**src/sc2a_pkg.sv**
```systemverilog
// Shared types, action codes and the set-1 scancode decode table.
package sc2a_pkg;

  // Action codes carried on the request channel.
  localparam logic [1:0] ACT_SCAN  = 2'd0;
  localparam logic [1:0] ACT_POP   = 2'd1;
  localparam logic [1:0] ACT_QUERY = 2'd2;

  // Depth of the operation queue between front and back.
  localparam int OP_QUEUE_DEPTH = 2;

  typedef enum logic [2:0] {
    OP_NOP     = 3'd0,
    OP_PRESS   = 3'd1,
    OP_RELEASE = 3'd2,
    OP_POP     = 3'd3,
    OP_QUERY   = 3'd4
  } op_kind_e;

  // Classified request: kind plus decoded key code (or queried key index).
  typedef struct packed {
    op_kind_e   kind;
    logic [7:0] code;
  } op_t;

  // Set-1 scancode to ASCII; codes not in the table map to scancode + 128.
  function automatic logic [7:0] decode_scan(input logic [6:0] sc);
    logic [7:0] res;
    case (sc)
      7'd41: res = 8'h60;  // backquote
      7'd2:  res = 8'h31;
      7'd3:  res = 8'h32;
      7'd4:  res = 8'h33;
      7'd5:  res = 8'h34;
      7'd6:  res = 8'h35;
      7'd7:  res = 8'h36;
      7'd8:  res = 8'h37;
      7'd9:  res = 8'h38;
      7'd10: res = 8'h39;
      7'd11: res = 8'h30;
      7'd12: res = 8'h2D;
      7'd13: res = 8'h3D;
      7'd16: res = 8'h71;
      7'd17: res = 8'h77;
      7'd18: res = 8'h65;
      7'd19: res = 8'h72;
      7'd20: res = 8'h74;
      7'd21: res = 8'h79;
      7'd22: res = 8'h75;
      7'd23: res = 8'h69;
      7'd24: res = 8'h6F;
      7'd25: res = 8'h70;
      7'd26: res = 8'h5B;
      7'd27: res = 8'h5D;
      7'd43: res = 8'h5C;  // backslash
      7'd30: res = 8'h61;
      7'd31: res = 8'h73;
      7'd32: res = 8'h64;
      7'd33: res = 8'h66;
      7'd34: res = 8'h67;
      7'd35: res = 8'h68;
      7'd36: res = 8'h6A;
      7'd37: res = 8'h6B;
      7'd38: res = 8'h6C;
      7'd39: res = 8'h3B;
      7'd40: res = 8'h27;
      7'd44: res = 8'h7A;
      7'd45: res = 8'h78;
      7'd46: res = 8'h63;
      7'd47: res = 8'h76;
      7'd48: res = 8'h62;
      7'd49: res = 8'h6E;
      7'd50: res = 8'h6D;
      7'd51: res = 8'h2C;
      7'd52: res = 8'h2E;
      7'd53: res = 8'h2F;
      7'd57: res = 8'h20;  // space
      default: res = {1'b1, sc};
    endcase
    return res;
  endfunction

endpackage

```
**src/sc2a_intf.sv**
```systemverilog
// Request and response channel interfaces.
interface sc2a_in_if;
  logic       valid;
  logic       ready;
  logic [1:0] action;
  logic [7:0] scancode;
  logic [7:0] key_index;

  modport source (output valid, action, scancode, key_index, input ready);
  modport sink   (input valid, action, scancode, key_index, output ready);
endinterface

interface sc2a_out_if;
  logic       valid;
  logic       ready;
  logic [7:0] char_code;
  logic       char_valid;
  logic       key_is_down;
  logic [5:0] fill_count;

  modport source (output valid, char_code, char_valid, key_is_down, fill_count, input ready);
  modport sink   (input valid, char_code, char_valid, key_is_down, fill_count, output ready);
endinterface

```
**src/sc2a_front.sv**
```systemverilog
// Front end: accepts requests, decodes scancodes and classifies the operation.
module sc2a_front (
  sc2a_in_if.sink       req_i,
  output sc2a_pkg::op_t op_o,
  output logic          op_valid_o,
  input  logic          op_ready_i
);

  logic release_bit;

  assign release_bit   = req_i.scancode[7];
  assign op_valid_o    = req_i.valid;
  assign req_i.ready   = op_ready_i;

  always_comb begin
    op_o.kind = sc2a_pkg::OP_NOP;
    op_o.code = 8'd0;
    case (req_i.action)
      sc2a_pkg::ACT_SCAN: begin
        // raw byte zero is dropped
        if (req_i.scancode != 8'd0) begin
          op_o.kind = release_bit ? sc2a_pkg::OP_RELEASE : sc2a_pkg::OP_PRESS;
          op_o.code = sc2a_pkg::decode_scan(req_i.scancode[6:0]);
        end
      end
      sc2a_pkg::ACT_POP: begin
        op_o.kind = sc2a_pkg::OP_POP;
      end
      sc2a_pkg::ACT_QUERY: begin
        op_o.kind = sc2a_pkg::OP_QUERY;
        op_o.code = req_i.key_index;
      end
      default: begin
        op_o.kind = sc2a_pkg::OP_NOP;
      end
    endcase
  end

endmodule

```
**src/sc2a_op_queue.sv**
```systemverilog
// Two-entry queue of classified operations between front and back.
module sc2a_op_queue (
  input  logic          clk_i,
  input  logic          rst_ni,
  input  sc2a_pkg::op_t in_op_i,
  input  logic          in_valid_i,
  output logic          in_ready_o,
  output sc2a_pkg::op_t out_op_o,
  output logic          out_valid_o,
  input  logic          out_ready_i
);

  localparam int PtrW = $clog2(sc2a_pkg::OP_QUEUE_DEPTH);
  localparam int CntW = $clog2(sc2a_pkg::OP_QUEUE_DEPTH + 1);

  sc2a_pkg::op_t entries_q [sc2a_pkg::OP_QUEUE_DEPTH];
  logic [PtrW-1:0] wr_ptr_q, wr_ptr_d;
  logic [PtrW-1:0] rd_ptr_q, rd_ptr_d;
  logic [CntW-1:0] cnt_q, cnt_d;
  logic            push, pop;

  assign in_ready_o  = (cnt_q != CntW'(sc2a_pkg::OP_QUEUE_DEPTH));
  assign out_valid_o = (cnt_q != '0);
  assign out_op_o    = entries_q[rd_ptr_q];
  assign push        = in_valid_i && in_ready_o;
  assign pop         = out_valid_o && out_ready_i;

  always_comb begin
    wr_ptr_d = wr_ptr_q;
    rd_ptr_d = rd_ptr_q;
    cnt_d    = cnt_q;
    if (push) begin
      wr_ptr_d = (wr_ptr_q == PtrW'(sc2a_pkg::OP_QUEUE_DEPTH - 1)) ? '0 : wr_ptr_q + 1'b1;
    end
    if (pop) begin
      rd_ptr_d = (rd_ptr_q == PtrW'(sc2a_pkg::OP_QUEUE_DEPTH - 1)) ? '0 : rd_ptr_q + 1'b1;
    end
    if (push && !pop) begin
      cnt_d = cnt_q + 1'b1;
    end else if (pop && !push) begin
      cnt_d = cnt_q - 1'b1;
    end
  end

  always_ff @(posedge clk_i or negedge rst_ni) begin
    if (!rst_ni) begin
      wr_ptr_q <= '0;
      rd_ptr_q <= '0;
      cnt_q    <= '0;
    end else begin
      wr_ptr_q <= wr_ptr_d;
      rd_ptr_q <= rd_ptr_d;
      cnt_q    <= cnt_d;
    end
  end

  always_ff @(posedge clk_i) begin
    if (push) begin
      entries_q[wr_ptr_q] <= in_op_i;
    end
  end

endmodule

```
**src/sc2a_back.sv**
```systemverilog
// Back end: key-down map, released-key FIFO and the registered response.
module sc2a_back #(
  parameter int FIFO_DEPTH = 32
) (
  input  logic          clk_i,
  input  logic          rst_ni,
  input  sc2a_pkg::op_t op_i,
  input  logic          op_valid_i,
  output logic          op_ready_o,
  sc2a_out_if.source    rsp_o
);

  localparam int PtrW = (FIFO_DEPTH > 1) ? $clog2(FIFO_DEPTH) : 1;
  localparam int CntW = $clog2(FIFO_DEPTH + 1);

  logic [7:0]      mem_q [FIFO_DEPTH];
  logic [255:0]    map_q;
  logic [PtrW-1:0] head_q, head_d;
  logic [CntW-1:0] cnt_q, cnt_d;
  logic            rsp_valid_q;
  logic [7:0]      char_code_q;
  logic            char_valid_q;
  logic            key_down_q;
  logic [5:0]      fill_q;

  logic            exec;
  logic            full, empty;
  logic [PtrW-1:0] head_next;
  logic [PtrW:0]   tail_sum;
  logic [PtrW-1:0] wr_addr;
  logic            wr_en;
  logic            pop_hit;

  assign op_ready_o = !rsp_valid_q || rsp_o.ready;
  assign exec       = op_valid_i && op_ready_o;
  assign full       = (cnt_q == CntW'(FIFO_DEPTH));
  assign empty      = (cnt_q == '0);
  assign head_next  = (head_q == PtrW'(FIFO_DEPTH - 1)) ? '0 : head_q + 1'b1;
  assign tail_sum   = (PtrW+1)'(head_q) + (PtrW+1)'(cnt_q);

  always_comb begin
    head_d  = head_q;
    cnt_d   = cnt_q;
    wr_en   = 1'b0;
    wr_addr = head_q;
    pop_hit = 1'b0;
    if (exec) begin
      case (op_i.kind)
        sc2a_pkg::OP_RELEASE: begin
          wr_en = 1'b1;
          if (full) begin
            // overwrite oldest slot and move head past it
            wr_addr = head_q;
            head_d  = head_next;
          end else begin
            wr_addr = (tail_sum >= (PtrW+1)'(FIFO_DEPTH))
                      ? PtrW'(tail_sum - (PtrW+1)'(FIFO_DEPTH)) : PtrW'(tail_sum);
            cnt_d   = cnt_q + 1'b1;
          end
        end
        sc2a_pkg::OP_POP: begin
          if (!empty) begin
            pop_hit = 1'b1;
            head_d  = head_next;
            cnt_d   = cnt_q - 1'b1;
          end
        end
        default: begin
          head_d = head_q;
        end
      endcase
    end
  end

  always_ff @(posedge clk_i or negedge rst_ni) begin
    if (!rst_ni) begin
      head_q      <= '0;
      cnt_q       <= '0;
      map_q       <= '0;
      rsp_valid_q <= 1'b0;
    end else begin
      head_q <= head_d;
      cnt_q  <= cnt_d;
      if (exec && (op_i.kind == sc2a_pkg::OP_PRESS)) begin
        map_q[op_i.code] <= 1'b1;
      end else if (exec && (op_i.kind == sc2a_pkg::OP_RELEASE)) begin
        map_q[op_i.code] <= 1'b0;
      end
      if (exec) begin
        rsp_valid_q <= 1'b1;
      end else if (rsp_o.ready) begin
        rsp_valid_q <= 1'b0;
      end
    end
  end

  // FIFO storage with registered read into the response
  always_ff @(posedge clk_i) begin
    if (wr_en) begin
      mem_q[wr_addr] <= op_i.code;
    end
    if (exec) begin
      char_code_q  <= pop_hit ? mem_q[head_q] : 8'd0;
      char_valid_q <= pop_hit;
      key_down_q   <= (op_i.kind == sc2a_pkg::OP_QUERY) ? map_q[op_i.code] : 1'b0;
      fill_q       <= 6'(cnt_d);
    end
  end

  assign rsp_o.valid       = rsp_valid_q;
  assign rsp_o.char_code   = char_code_q;
  assign rsp_o.char_valid  = char_valid_q;
  assign rsp_o.key_is_down = key_down_q;
  assign rsp_o.fill_count  = fill_q;

endmodule

```
**src/scancode_to_ascii_key_fifo.sv**
```systemverilog
// Top level: set-1 scancode decoder with key-down map and released-key FIFO.
//
// Each request carries one action: a raw scancode byte (bit 7 marks a
// release), a pop of the oldest released key, or a query of one key's
// down state. Every request yields exactly one response, in order, with
// char_code/char_valid for pops, key_is_down for queries and the FIFO
// fill_count after the request. Scancodes outside the 48-key table decode
// to scancode + 128; a raw zero byte changes nothing. A release pushes its
// decoded code; when the FIFO holds FIFO_DEPTH codes the oldest one is
// dropped. A pop on an empty FIFO returns char_valid = 0. fill_count shows
// the low six bits of the count. Throughput is one request per cycle while
// the response side takes responses: the front decodes in the accept cycle,
// a two-entry queue holds classified requests, and the back updates map and
// FIFO and registers the response. A request is registered in the queue and
// its response then in the back's response register. The key-down map is
// cleared by reset, no sweep needed.
module scancode_to_ascii_key_fifo #(
  parameter int FIFO_DEPTH = 32
) (
  input  logic       clk_i,
  input  logic       rst_ni,
  sc2a_in_if.sink    req_i,
  sc2a_out_if.source rsp_o
);

  sc2a_pkg::op_t front_op;
  logic          front_valid;
  logic          front_ready;
  sc2a_pkg::op_t back_op;
  logic          back_valid;
  logic          back_ready;

  // classify incoming requests
  sc2a_front u_front (
    .req_i      (req_i),
    .op_o       (front_op),
    .op_valid_o (front_valid),
    .op_ready_i (front_ready)
  );

  // decouples request side from response backpressure
  sc2a_op_queue u_queue (
    .clk_i       (clk_i),
    .rst_ni      (rst_ni),
    .in_op_i     (front_op),
    .in_valid_i  (front_valid),
    .in_ready_o  (front_ready),
    .out_op_o    (back_op),
    .out_valid_o (back_valid),
    .out_ready_i (back_ready)
  );

  // state update and response register
  sc2a_back #(
    .FIFO_DEPTH (FIFO_DEPTH)
  ) u_back (
    .clk_i      (clk_i),
    .rst_ni     (rst_ni),
    .op_i       (back_op),
    .op_valid_i (back_valid),
    .op_ready_o (back_ready),
    .rsp_o      (rsp_o)
  );

endmodule

```
**src/flat_wrapper.sv**
```systemverilog
// flat-port wrapper written by rule: the top's interface ports become plain ports
module scancode_to_ascii_key_fifo_flat 
#(
  parameter int FIFO_DEPTH = 32
)
  (clk_i, rst_ni, req_i_valid, req_i_action, req_i_scancode, req_i_key_index, req_i_ready, rsp_o_valid, rsp_o_char_code, rsp_o_char_valid, rsp_o_key_is_down, rsp_o_fill_count, rsp_o_ready);
  sc2a_in_if req_i_i ();
  sc2a_out_if rsp_o_i ();
  input  logic clk_i;
  input  logic rst_ni;
  input wire logic [$bits(req_i_i.valid)-1:0] req_i_valid;
  input wire logic [$bits(req_i_i.action)-1:0] req_i_action;
  input wire logic [$bits(req_i_i.scancode)-1:0] req_i_scancode;
  input wire logic [$bits(req_i_i.key_index)-1:0] req_i_key_index;
  output wire logic [$bits(req_i_i.ready)-1:0] req_i_ready;
  output wire logic [$bits(rsp_o_i.valid)-1:0] rsp_o_valid;
  output wire logic [$bits(rsp_o_i.char_code)-1:0] rsp_o_char_code;
  output wire logic [$bits(rsp_o_i.char_valid)-1:0] rsp_o_char_valid;
  output wire logic [$bits(rsp_o_i.key_is_down)-1:0] rsp_o_key_is_down;
  output wire logic [$bits(rsp_o_i.fill_count)-1:0] rsp_o_fill_count;
  input wire logic [$bits(rsp_o_i.ready)-1:0] rsp_o_ready;
  assign req_i_i.valid = req_i_valid;
  assign req_i_i.action = req_i_action;
  assign req_i_i.scancode = req_i_scancode;
  assign req_i_i.key_index = req_i_key_index;
  assign req_i_ready = req_i_i.ready;
  assign rsp_o_valid = rsp_o_i.valid;
  assign rsp_o_char_code = rsp_o_i.char_code;
  assign rsp_o_char_valid = rsp_o_i.char_valid;
  assign rsp_o_key_is_down = rsp_o_i.key_is_down;
  assign rsp_o_fill_count = rsp_o_i.fill_count;
  assign rsp_o_i.ready = rsp_o_ready;
  scancode_to_ascii_key_fifo #(.FIFO_DEPTH(FIFO_DEPTH)) u_core (.clk_i(clk_i), .rst_ni(rst_ni), .req_i(req_i_i), .rsp_o(rsp_o_i));
endmodule
```
**config.mk**
```make
export PLATFORM = sky130hd
export DESIGN_NAME = scancode_to_ascii_key_fifo_flat
export DESIGN_NICKNAME = d
export VERILOG_FILES = /design/src/sc2a_pkg.sv /design/src/sc2a_intf.sv /design/src/sc2a_front.sv /design/src/sc2a_op_queue.sv /design/src/sc2a_back.sv /design/src/scancode_to_ascii_key_fifo.sv /design/src/flat_wrapper.sv
export SDC_FILE = /design/constraint.sdc
export NUM_CORES = 1
export LEC_CHECK = 0
export ABC_CLOCK_PERIOD_IN_PS = 9150
export BUFFER_PORTS_ARGS = -buffer_cell sky130_fd_sc_hd__buf_2
export CAP_MARGIN = 20
export CELL_PAD_IN_SITES_DETAIL_PLACEMENT = 1
export CELL_PAD_IN_SITES_GLOBAL_PLACEMENT = 1
export CORE_UTILIZATION = 45
export CTS_CLUSTER_SIZE = 10
export DETAILED_ROUTE_END_ITERATION = 16
export PLACE_DENSITY = 0.81
export SKIP_CTS_REPAIR_TIMING = 1
export SLEW_MARGIN = 5
export SYNTH_ARGS = -nofsm -noshare
export SYNTH_HDL_FRONTEND = slang
export SYNTH_HIERARCHICAL = 1
export SYNTH_SLANG_ARGS = --single-unit
```
**constraint.sdc**
```tcl
create_clock -name clk_i -period 9.15 [get_ports clk_i]
set_clock_uncertainty 0.1 [all_clocks]
set_input_delay 2.2875 -clock clk_i [delete_from_list [all_inputs] [get_ports clk_i]]
set_output_delay 2.2875 -clock clk_i [all_outputs]
set_load 0.02 [all_outputs]
```
==> results.json, run 1 <==
{
  "critical-path-slowest-cell": "nor3_1",
  "grt_max_degree": 261,
  "yosysWarnings": 6,
  "pwr-share-clk_pct": 31.2,
  "vias_per_cell": 6.50,
  "fin_nets": 1914,
  "seq_area_mm2": 0.0156,
  "cp_max_fo": 8,
  "grt_most_used_layer": "met2",
  "cts.htree.levels": 3,
  "setup_slack_ps": 3770,
  "p_int_mw": 5.17,
  "clkTransAtPathRegs_ps": 50,
  "placed_area_mm2": 0.0268,
  "met3_usage_pct": 3.35,
  "synth-edff-count": 294,
  "finalSetupTns_ps": 0,
  "ioPinCount": 40,
  "ctsRootBufferMaster": "clkbuf_16",
  "areaGrowthSynthToFinish_pct": 10.7,
  "rsz0062_at_grt": "no",
  "synth.area.top_cells": "edfxtp_1 34%, dfrtp_1 26%, mux4_2 11%",
  "synth_fp_nets": 1954,
  "die_h_um": 243,
  "multiInputGateArea_mm2": 0.00962,
  "yosys.area.top_type": "edfxtp_1",
  "power_frac_comb_pct": 29.0,
  "switching_power_mw": 2.70,
  "num_antenna_cells": 0,
  "die_w_um": 243,
  "maxCapViolCount": 0,
  "grt_pass1_wl_mm": 110,
  "ys_ff_latch": 566,
  "p_seq_share_pct": 39.7,
  "drive_gt1_share_pct": 18.7,
  "num_rows": 88,
  "syn_area_mm2": 0.0262,
  "io_buffer_count": 39,
  "arrival_ps": 5510,
  "fin_crit_ps": 5380,
  "worst-path-buf-inv": 1,
  "start_util_pct": 45.5,
  "cts_tree": "yes",
  "via_count": 17410,
  "synth_area_per_cell_um2": 13.7,
  "yosysUniqueCellTypes": 93,
  "dp_hpwl_mm": 41.9,
  "use_met1_pct": 31.3,
  "fillers": 5665,
  "vdd_ir_drop_max_v": 0.000214,
  "ant_nets": 0,
  "tightest_slew_ps": 1420,
  "clock-sinks": 566,
  "routedWlPerCell_um": 26.6,
  "drc": 0,
  "cts.path.max_buffers": 3,
  "cellPowerDensity_mw_per_mm2": 271,
  "pre_cts_ws_ps": 3190,
  "grt_pass1_vias": 18451,
  "async_flop_share_pct": 48.1,
  "final_hold_viol_count": 0,
  "maxSlewHeadroom_pct": 5.42,
  "cpPeakStageDelay_ps": 1080,
  "gp_congestion": 0.862,
  "synth_top_area_share_pct": 33.6,
  "die_area_mm2": 0.0593,
  "worstSetupPathType": "input pin to register",
  "design_area_mm2": 0.0290,
  "finalCritPeriodShare_pct": 58.8,
  "start_kind": "input pin",
  "mostFrequentLayoutCell": "edfxtp_1",
  "hold_path_class": "register to register",
  "antenna_found_initial": 0,
  "status": "completed",
  "cp_cell_sequence": "buf_2 -> nand2b_1 -> nand4_1 -> a21o_1 -> mux2i_1 -> nand3_1 -> nor3_1",
  "cp-end-kind": "register",
  "numCtsBuffers": 68,
  "critPathRequiredTime_ps": 9280,
  "max_freq_mhz": 186,
  "drt-initial-drc-count": 1542,
  "grt_overflow": 0,
  "final_cell_mix": "294 x edfxtp_1, 279 x o21ai_0, 270 x dfrtp_1",
  "final_util_pct": 50.3,
  "sw_frac_of_total_pct": 34.3,
  "synth_ff_type": "edfxtp_1",
  "maxSlewViolCount": 0,
  "syn_inst": 1921,
  "setup_viol_count_final": 0,
  "clock_latency_ps": 620,
  "met2_usage_pct": 40.2,
  "coreArea_mm2": 0.0577,
  "wl_mm": 71.3,
  "dr.pass1.iters": 7,
  "critPathTopFamily": "simple AND/OR/NAND/NOR gates",
  "track_usage_pct": 23.8,
  "yosysSeqAreaShare_pct": 59.6,
  "p_leak_nw": 10.5
}
power groups by stage:
stage	combinational, mW	clock, mW	sequential [mW]
after floorplan	1.61	0	3.11
after global placement	2.10	0	3.16
after detailed placement	2.20	0	3.17
after CTS	2.23	2.50	3.13
after global routing	2.42	2.58	3.15
final	2.28	2.46	3.13
Yosys cell counts (all sizes together) (4+ instances only):
cell type and n:
a2111oi 5, a211oi 7, a21o 5, a21oi 19, a221o 6, a22oi 16, a31oi 15, and2 9
buf 52, clkbuf 157, dfrtp 272, edfxtp 294, ha 10, inv 16, mux2 11, mux2i 36
mux4 136, nand2 58, nand2b 17, nand3 21, nand3b 4, nand4 11, nor2 45, nor2b 20
nor3 44, nor4 8, o211ai 9, o21ai 281, o221ai 4, o22ai 4, o31ai 262, or2 4
or3 4, xnor2 11, xor2 5
routing by layer:
metal	part of all wire, %	up-vias	wire [um]
li1	-	7501	-
met1	41	9254	29400
met2	51	530	36700
met3	4.6	125	3310
met4	2.7	0	1920
met5	0	-	0
worst paths after layout:
| path | start | to | slack (ps) | depth (start not counted) |
|---|---|---|---|---|
| setup / recovery | rsp_o_ready | u_core/u_back/mem_q[13][0] | 3770 | 7 |
| hold / removal | register | register | 410 | 2 |
| setup reg to reg | u_core/u_queue/rd_ptr_q | u_core/u_back/mem_q[13][0] | 4430 | 7 |
| hold reg to reg | register | register | 410 | 2 |
| max in group asynchronous | rst_ni | async pin | 5900 | 2 |
| min in group asynchronous | rst_ni | async pin | 1580 | 1 |
cell families (layout without fill, tap and decap cells):
family                     Yosys count  after routing  synth area share, %
xor gates and xnor gates            16             16                0.591
buffers and inverters              226            220                 3.91
adders and majority gates           11             11                0.553
DFF                                566            566                 59.6
muxes                              183            183                 13.6
AOI/OAI and AO/OA                  659            659                 16.4
and+or+nand+nor                    260            260                 5.37
per-stage QoR:
step	hold WS (ps)	power (mW)	std cells
CTS	409	7.87	2659
global placement	377	5.25	2552
floorplan	361	4.72	1921
finish	407	7.88	2680
detailed placement	397	5.37	2555
global route	430	8.15	2680
worst reg2reg max path: cells and delay by family, from the launching register on:
| family | cells | cell delay, ps |
|---|---|---|
| DFF | 1 | 710 |
| and+or+nand+nor | 4 | 2270 |
| AOI/OAI and AO/OA | 1 | 410 |
| muxes | 2 | 860 |
area by class of cell:
| type | count | share of cell area [%] |
|---|---|---|
| Clock buffer | 97 | 6.38 |
| Clock inverter | 7 | 0.392 |
| Inverter | 17 | 0.220 |
| Multi-Input combinational cell | 1129 | 33.1 |
| Sequential cell | 566 | 53.9 |
| Tap cell | 765 | 3.30 |
| Timing Repair Buffer | 99 | 2.73 |
No activity file was read; power rests on OpenSTA's default activity.
==> run 2: changes to the inputs <==
--- a/config.mk
+++ b/config.mk
@@ -5,15 +5,16 @@
 export SDC_FILE = /design/constraint.sdc
 export NUM_CORES = 1
 export LEC_CHECK = 0
-export ABC_CLOCK_PERIOD_IN_PS = 9150
+export ABC_AREA = 1
+export ABC_CLOCK_PERIOD_IN_PS = 4500
 export BUFFER_PORTS_ARGS = -buffer_cell sky130_fd_sc_hd__buf_2
 export CAP_MARGIN = 20
 export CELL_PAD_IN_SITES_DETAIL_PLACEMENT = 1
 export CELL_PAD_IN_SITES_GLOBAL_PLACEMENT = 1
-export CORE_UTILIZATION = 45
+export CORE_UTILIZATION = 44
 export CTS_CLUSTER_SIZE = 10
 export DETAILED_ROUTE_END_ITERATION = 16
-export PLACE_DENSITY = 0.81
+export PLACE_DENSITY = 0.88
 export SKIP_CTS_REPAIR_TIMING = 1
 export SLEW_MARGIN = 5
 export SYNTH_ARGS = -nofsm -noshare
==> constraint.sdc (replaced) <==
create_clock -name clk_i -period 4.5 [get_ports clk_i]
set_clock_uncertainty 0.1 [all_clocks]
set_input_delay 1.125 -clock clk_i [delete_from_list [all_inputs] [get_ports clk_i]]
set_output_delay 1.125 -clock clk_i [all_outputs]
set_load 0.02 [all_outputs]
==> run 2 against run 1 <==
Effect of this change: clock power increased by 110%; flip-flop and latch count is the same; first-iteration DRC count up 20%; critical endpoint is now u_core/u_back/rsp_o.key_is_down; setup slack lost 3300 ps; register-to-register slack got worse by 3900 ps; critical path type is now register to register; utilization is 0.81 points lower; cell area is 5.0% higher; non-clock buffer count is 16 higher; final cell count grew 49%; worst hold slack worse by 28 ps; combinational power increased to 3.0 times the previous value.
==> results.json, run 2 <==
{
  "critPathRequiredTime_ps": 4770,
  "tightest_slew_ps": 1180,
  "r2r_start": "u_core/u_queue/rd_ptr_q",
  "design_area_mm2": 0.0305,
  "vias_per_cell": 5.81,
  "cts.path.max_buffers": 3,
  "drt-initial-drc-count": 1858,
  "crit_top_cell": "nand2_1",
  "critPathTopFamily": "simple AND/OR/NAND/NOR gates",
  "num_antenna_cells": 0,
  "ant_nets": 0,
  "routedWlPerCell_um": 21.8,
  "synth_area_per_cell_um2": 8.75,
  "worstSetupPathType": "register to register",
  "die_area_mm2": 0.0632,
  "yosysWarnings": 6,
  "power.total_mw": 18.6,
  "die_h_um": 251,
  "p_leak_nw": 12.6,
  "numCtsBuffers": 69,
  "synth_top_area_share_pct": 32.2,
  "dp_cells": 3892,
  "hold_path_class": "input pin to async pin",
  "coreArea_mm2": 0.0616,
  "clock_latency_ps": 620,
  "cp-end-kind": "register",
  "grt_pass1_vias": 24379,
  "finalCritPeriodShare_pct": 89.3,
  "finalNonFillerCells": 4003,
  "cellPowerDensity_mw_per_mm2": 610,
  "yosysUniqueCellTypes": 45,
  "ys_ff_latch": 566,
  "syn_inst": 3130,
  "maxSlewViolCount": 0,
  "die_w_um": 251,
  "setup_viol_count_final": 0,
  "via_count": 23254,
  "gp_congestion": 0.888,
  "drive_gt1_share_pct": 9.00,
  "critical-path-slowest-cell": "dfrtp_1",
  "num_rows": 91,
  "rrSetupSlack_ps": 480,
  "synth_fp_nets": 3163,
  "cpPeakStageDelay_ps": 530,
  "setup_slack_ps": 483,
  "grt_overflow": 0,
  "rsz0062_at_grt": "no",
  "status": "completed",
  "dr.pass1.iters": 5,
  "cts.htree.levels": 3,
  "synth.area.top_cells": "edfxtp_1 32%, dfrtp_1 25%, nand2_1 14%",
  "grt_pass1_wl_mm": 138,
  "drc": 0,
  "arrival_ps": 4280,
  "final_cell_mix": "991 x nand2_1, 313 x nor2_1, 298 x nand3_1",
  "async_flop_share_pct": 48.1,
  "grt_max_degree": 172,
  "dp_hpwl_mm": 52.9,
  "use_met1_pct": 35.5,
  "maxSlewHeadroom_pct": 20.8,
  "worst-path-buf-inv": 3,
  "clkTransAtPathRegs_ps": 60,
  "syn_area_mm2": 0.0274,
  "final_hold_viol_count": 0,
  "fillers": 7119,
  "yosysSeqAreaShare_pct": 57.1,
  "clock-sinks": 566,
  "ctsRootBufferMaster": "clkbuf_16",
  "synth-edff-count": 294,
  "cts_tree": "yes",
  "synth_common_cells": "994 x nand2_1, 313 x nor2_1, 298 x nand3_1",
  "grt_most_used_layer": "met2",
  "met2_usage_pct": 47.5,
  "start_kind": "register",
  "start_util_pct": 44.4,
  "met3_usage_pct": 3.83,
  "fin_nets": 3159,
  "yosys.area.top_type": "edfxtp_1",
  "track_usage_pct": 27.9,
  "max_freq_mhz": 249,
  "r2r_end": "u_core/u_back/rsp_o.key_is_down",
  "maxCapViolCount": 0,
  "pre_cts_ws_ps": 579,
  "mostFrequentLayoutCell": "nand2_1",
  "cp_max_fo": 40,
  "rr_worst_depth": 19,
  "ioPinCount": 40,
  "areaGrowthSynthToFinish_pct": 11.4,
  "synth_ff_type": "edfxtp_1",
  "finalSetupTns_ps": 0,
  "yosysMostFrequentCell": "nand2_1",
  "cp_cell_sequence": "inv_1 -> nand2_1 -> nand2_4 -> clkinv_2 -> buf_12 -> nand2_1 -> nand2_1 -> nand2_1 -> nand3_1 -> nand2_1 -> nand2_1 -> nor2_1 -> nor2_1 -> nor2_1 -> nand2_1 -> nand2_1 -> nand2_1 -> nor2_1 -> nor2_1",
  "io_buffer_count": 39,
  "wl_mm": 87.2,
  "vdd_ir_drop_max_v": 0.000452,
  "antenna_found_initial": 0,
  "fin_crit_ps": 4020,
  "placed_area_mm2": 0.0285
}
## run 2: per-layer routing
layer	share of wire (%)	up-vias	wire, um
li1	-	10581	-
met3	5.7	240	5010
met5	0	-	0
met4	3.9	0	3400
met1	41	11606	35900
met2	49	827	42900
## run 2: worst reg2reg max path: stages, from the launching register on
cell	delay, ps
dfrtp_1	530
inv_1	370
nand2_1	170
nand2_4	310
clkinv_2	500
buf_12	370
nand2_1	110
nand2_1	50
nand2_1	60
nand3_1	110
nand2_1	90
nand2_1	100
nor2_1	140
nor2_1	60
nor2_1	110
nand2_1	60
nand2_1	50
nand2_1	100
nor2_1	280
nor2_1	80
## run 2: cells by family (layout without fill, tap and decap cells)
group                      after synthesis  in the layout  synth area share [%]
DFF                                    566            566                  57.1
AOI/OAI and AO/OA                      547            547                  11.4
muxes                                   17             17                 0.622
buffers and inverters                  308            344                  4.75
and+or+nand+nor                       1671           1671                  25.2
adders and majority gates               11             11                 0.530
xor gates and xnor gates                10             10                 0.402
## run 2: area by class of cell
cell class | count | area [um^2] | share of cell area [%]
clock buffers | 103 | 1900 | 6.21
clock inverters | 8 | 125 | 0.410
inverters | 118 | 445 | 1.46
repair buffers | 115 | 876 | 2.87
flip-flops and latches | 566 | 15600 | 51.3
multi-input cells | 2256 | 10500 | 34.3
well taps | 837 | 1050 | 3.43
## run 2: worst max-delay path by stage
stage | slack (ps) | cells after the start | to | startpoint
5_1_grt | 260 | 12 | u_core/u_back/mem_q[9][4] | u_core/u_queue/rd_ptr_q
6_report | 480 | 19 | u_core/u_back/rsp_o.key_is_down | u_core/u_queue/rd_ptr_q
4_1_cts | 550 | 19 | u_core/u_back/rsp_o.key_is_down | u_core/u_queue/rd_ptr_q
3_3_place_gp | 670 | 19 | u_core/u_back/rsp_o.key_is_down | u_core/u_queue/rd_ptr_q
2_1_floorplan | 1220 | 13 | u_core/u_back/mem_q[17][0] | rsp_o_ready
3_5_place_dp | 580 | 19 | u_core/u_back/rsp_o.key_is_down | u_core/u_queue/rd_ptr_q
## run 2: report_power, final
group	total (mW)	internal (mW)	switching (mW)
clock	5.13	2.93	2.20
combinational	6.93	1.51	5.42
sequential	6.54	6.27	0.277
total	18.6	10.7	7.90
## run 2: stage by stage
stage	hold slack, ps	utilization [%]
5_1_grt	404	49.5
6_report	379	49.5
3_3_place_gp	366	46.2
2_1_floorplan	353	-
3_5_place_dp	374	46.2
4_1_cts	387	49.5
==> run 3: changes to the inputs <==
--- a/config.mk
+++ b/config.mk
@@ -11,10 +11,12 @@
 export CAP_MARGIN = 20
 export CELL_PAD_IN_SITES_DETAIL_PLACEMENT = 1
 export CELL_PAD_IN_SITES_GLOBAL_PLACEMENT = 1
-export CORE_UTILIZATION = 44
+export CORE_ASPECT_RATIO = 0.8
+export CORE_UTILIZATION = 35
+export CTS_BUF_LIST = sky130_fd_sc_hd__clkbuf_8
 export CTS_CLUSTER_SIZE = 10
 export DETAILED_ROUTE_END_ITERATION = 16
-export PLACE_DENSITY = 0.88
+export PLACE_DENSITY = 0.75
 export SKIP_CTS_REPAIR_TIMING = 1
 export SLEW_MARGIN = 5
 export SYNTH_ARGS = -nofsm -noshare
==> run 3 against run 2 <==
Effect of this change: combinational power is essentially flat; largest cell class unchanged; register-to-register slack improved by 290 ps; via count down 1.2%; utilization fell by 9.8 points; clock power is 10% lower.
==> results.json, run 3 (synthesized netlist as in run 2, its figures left out) <==
{
  "status": "completed",
  "antenna_found_initial": 4,
  "seq_area_mm2": 0.0156,
  "numCtsBuffers": 93,
  "drive_gt1_share_pct": 10.5,
  "cp-end-kind": "register",
  "gp_congestion": 0.873,
  "vdd_ir_drop_max_v": 0.000396,
  "drc": 0,
  "finalSetupTns_ps": 0,
  "finalCritPeriodShare_pct": 82.9,
  "placed_area_mm2": 0.0288,
  "worstSetupPathType": "register to register",
  "fin_crit_ps": 3730,
  "r2r_end": "u_core/u_back/mem_q[1][6]",
  "startpoint": "u_core/u_queue/rd_ptr_q",
  "maxCapViolCount": 0,
  "mostFrequentLayoutCell": "nand2_1",
  "worst-path-buf-inv": 3,
  "grt_pass1_wl_mm": 137,
  "ioPinCount": 40,
  "maxSlewHeadroom_pct": 27.2,
  "vias_per_cell": 5.40,
  "ant_nets": 0,
  "arrival_ps": 3980,
  "dp_hpwl_mm": 53.2,
  "maxSlewViolCount": 0,
  "grt_most_used_layer": "met2",
  "r2r_start": "u_core/u_queue/rd_ptr_q",
  "via_count": 22964,
  "coreArea_mm2": 0.0772,
  "whs_ps": 348,
  "cts.htree.levels": 3,
  "clock-sinks": 566,
  "dr.pass1.iters": 5,
  "grt_max_degree": 150,
  "tightest_slew_ps": 1090,
  "cts.path.max_buffers": 3,
  "cpPeakStageDelay_ps": 810,
  "design_area_mm2": 0.0306,
  "critPathTopFamily": "simple AND/OR/NAND/NOR gates",
  "cellPowerDensity_mw_per_mm2": 588,
  "die_area_mm2": 0.0794,
  "start_kind": "register",
  "cp_cell_sequence": "inv_1 -> nand2_1 -> nand2_1 -> nor2_4 -> inv_2 -> nor2_8 -> nand2_4 -> nor2_4 -> inv_2 -> o21ai_0 -> nand3_1 -> nor2_1",
  "critical-path-slowest-cell": "nor2_1",
  "fin_nets": 3193,
  "track_usage_pct": 22.0,
  "wl_mm": 87.0,
  "grt_pass1_vias": 23440,
  "cp_max_fo": 13,
  "clock_latency_ps": 740,
  "final_hold_viol_count": 0,
  "p_leak_nw": 12.7,
  "rsz0062_at_grt": "no",
  "ctsRootBufferMaster": "clkbuf_8",
  "rr_worst_depth": 12,
  "num_rows": 91,
  "rrSetupSlack_ps": 770,
  "die_w_um": 315,
  "drt-initial-drc-count": 2025,
  "setup_viol_count_final": 0,
  "clkTransAtPathRegs_ps": 60,
  "hold_path_class": "input pin to async pin",
  "multiInputGateArea_mm2": 0.0105,
  "io_buffer_count": 39,
  "cts_tree": "yes",
  "met3_usage_pct": 3.90,
  "max_freq_mhz": 268,
  "fillers": 9106,
  "routedWlPerCell_um": 20.4,
  "start_util_pct": 35.5,
  "grt_overflow": 0,
  "final_cell_mix": "991 x nand2_1, 313 x nor2_1, 298 x nand3_1",
  "areaGrowthSynthToFinish_pct": 11.9,
  "use_met1_pct": 31.8,
  "die_h_um": 252,
  "met2_usage_pct": 33.6,
  "critPathRequiredTime_ps": 4750
}
run 3: final cells by class:
| type | count | area share (%) |
|---|---|---|
| diodes | 1 | 0.00817 |
| clock buffers | 103 | 4.63 |
| clock inverters | 64 | 1.43 |
| inverters | 118 | 1.45 |
| multi-input cells | 2256 | 34.2 |
| flip-flops and latches | 566 | 51.1 |
| well taps | 1023 | 4.18 |
| repair buffers | 125 | 3.05 |
run 3: how the worst max path moves through the flow:
stage / endpoint / slack (ps) / cells after the start
6_report: u_core/u_back/mem_q[1][6] / 770 / 12
4_1_cts: u_core/u_back/mem_q[1][4] / 770 / 12
3_5_place_dp: u_core/u_back/mem_q[1][4] / 640 / 11
2_1_floorplan: u_core/u_back/mem_q[17][0] / 1220 / 13
5_1_grt: u_core/u_back/mem_q[1][3] / 380 / 12
3_3_place_gp: u_core/u_back/mem_q[1][2] / 760 / 11
run 3: stage by stage:
stage / util, % / setup slack, ps / power [mW] / instances
finish: 39.7 / 770 / 18.0 / 4256
detailed placement: 37.2 / 641 / 13.5 / 4087
floorplan: - / 1220 / 10.8 / 3130
CTS: 39.6 / 771 / 18.1 / 4254
global route: 39.7 / 377 / 18.9 / 4256
global placement: 37.2 / 758 / 13.3 / 4087
run 3: power by group:
group / total [mW] / leakage, nW / switching (mW) / internal, mW
Clock: 4.61 / 1.06 / 2.25 / 2.36
Sequential: 6.49 / 6.36 / 0.234 / 6.26
Combinational: 6.91 / 5.29 / 5.39 / 1.52
Total: 18.0 / 12.7 / 7.87 / 10.1
run 3: metal layers:
metal | up-vias | part of all wire [%]
li1 | 10670 | -
met1 | 11545 | 47
met2 | 597 | 45
met3 | 146 | 5.8
met4 | 6 | 2.2
met5 | - | 0.040
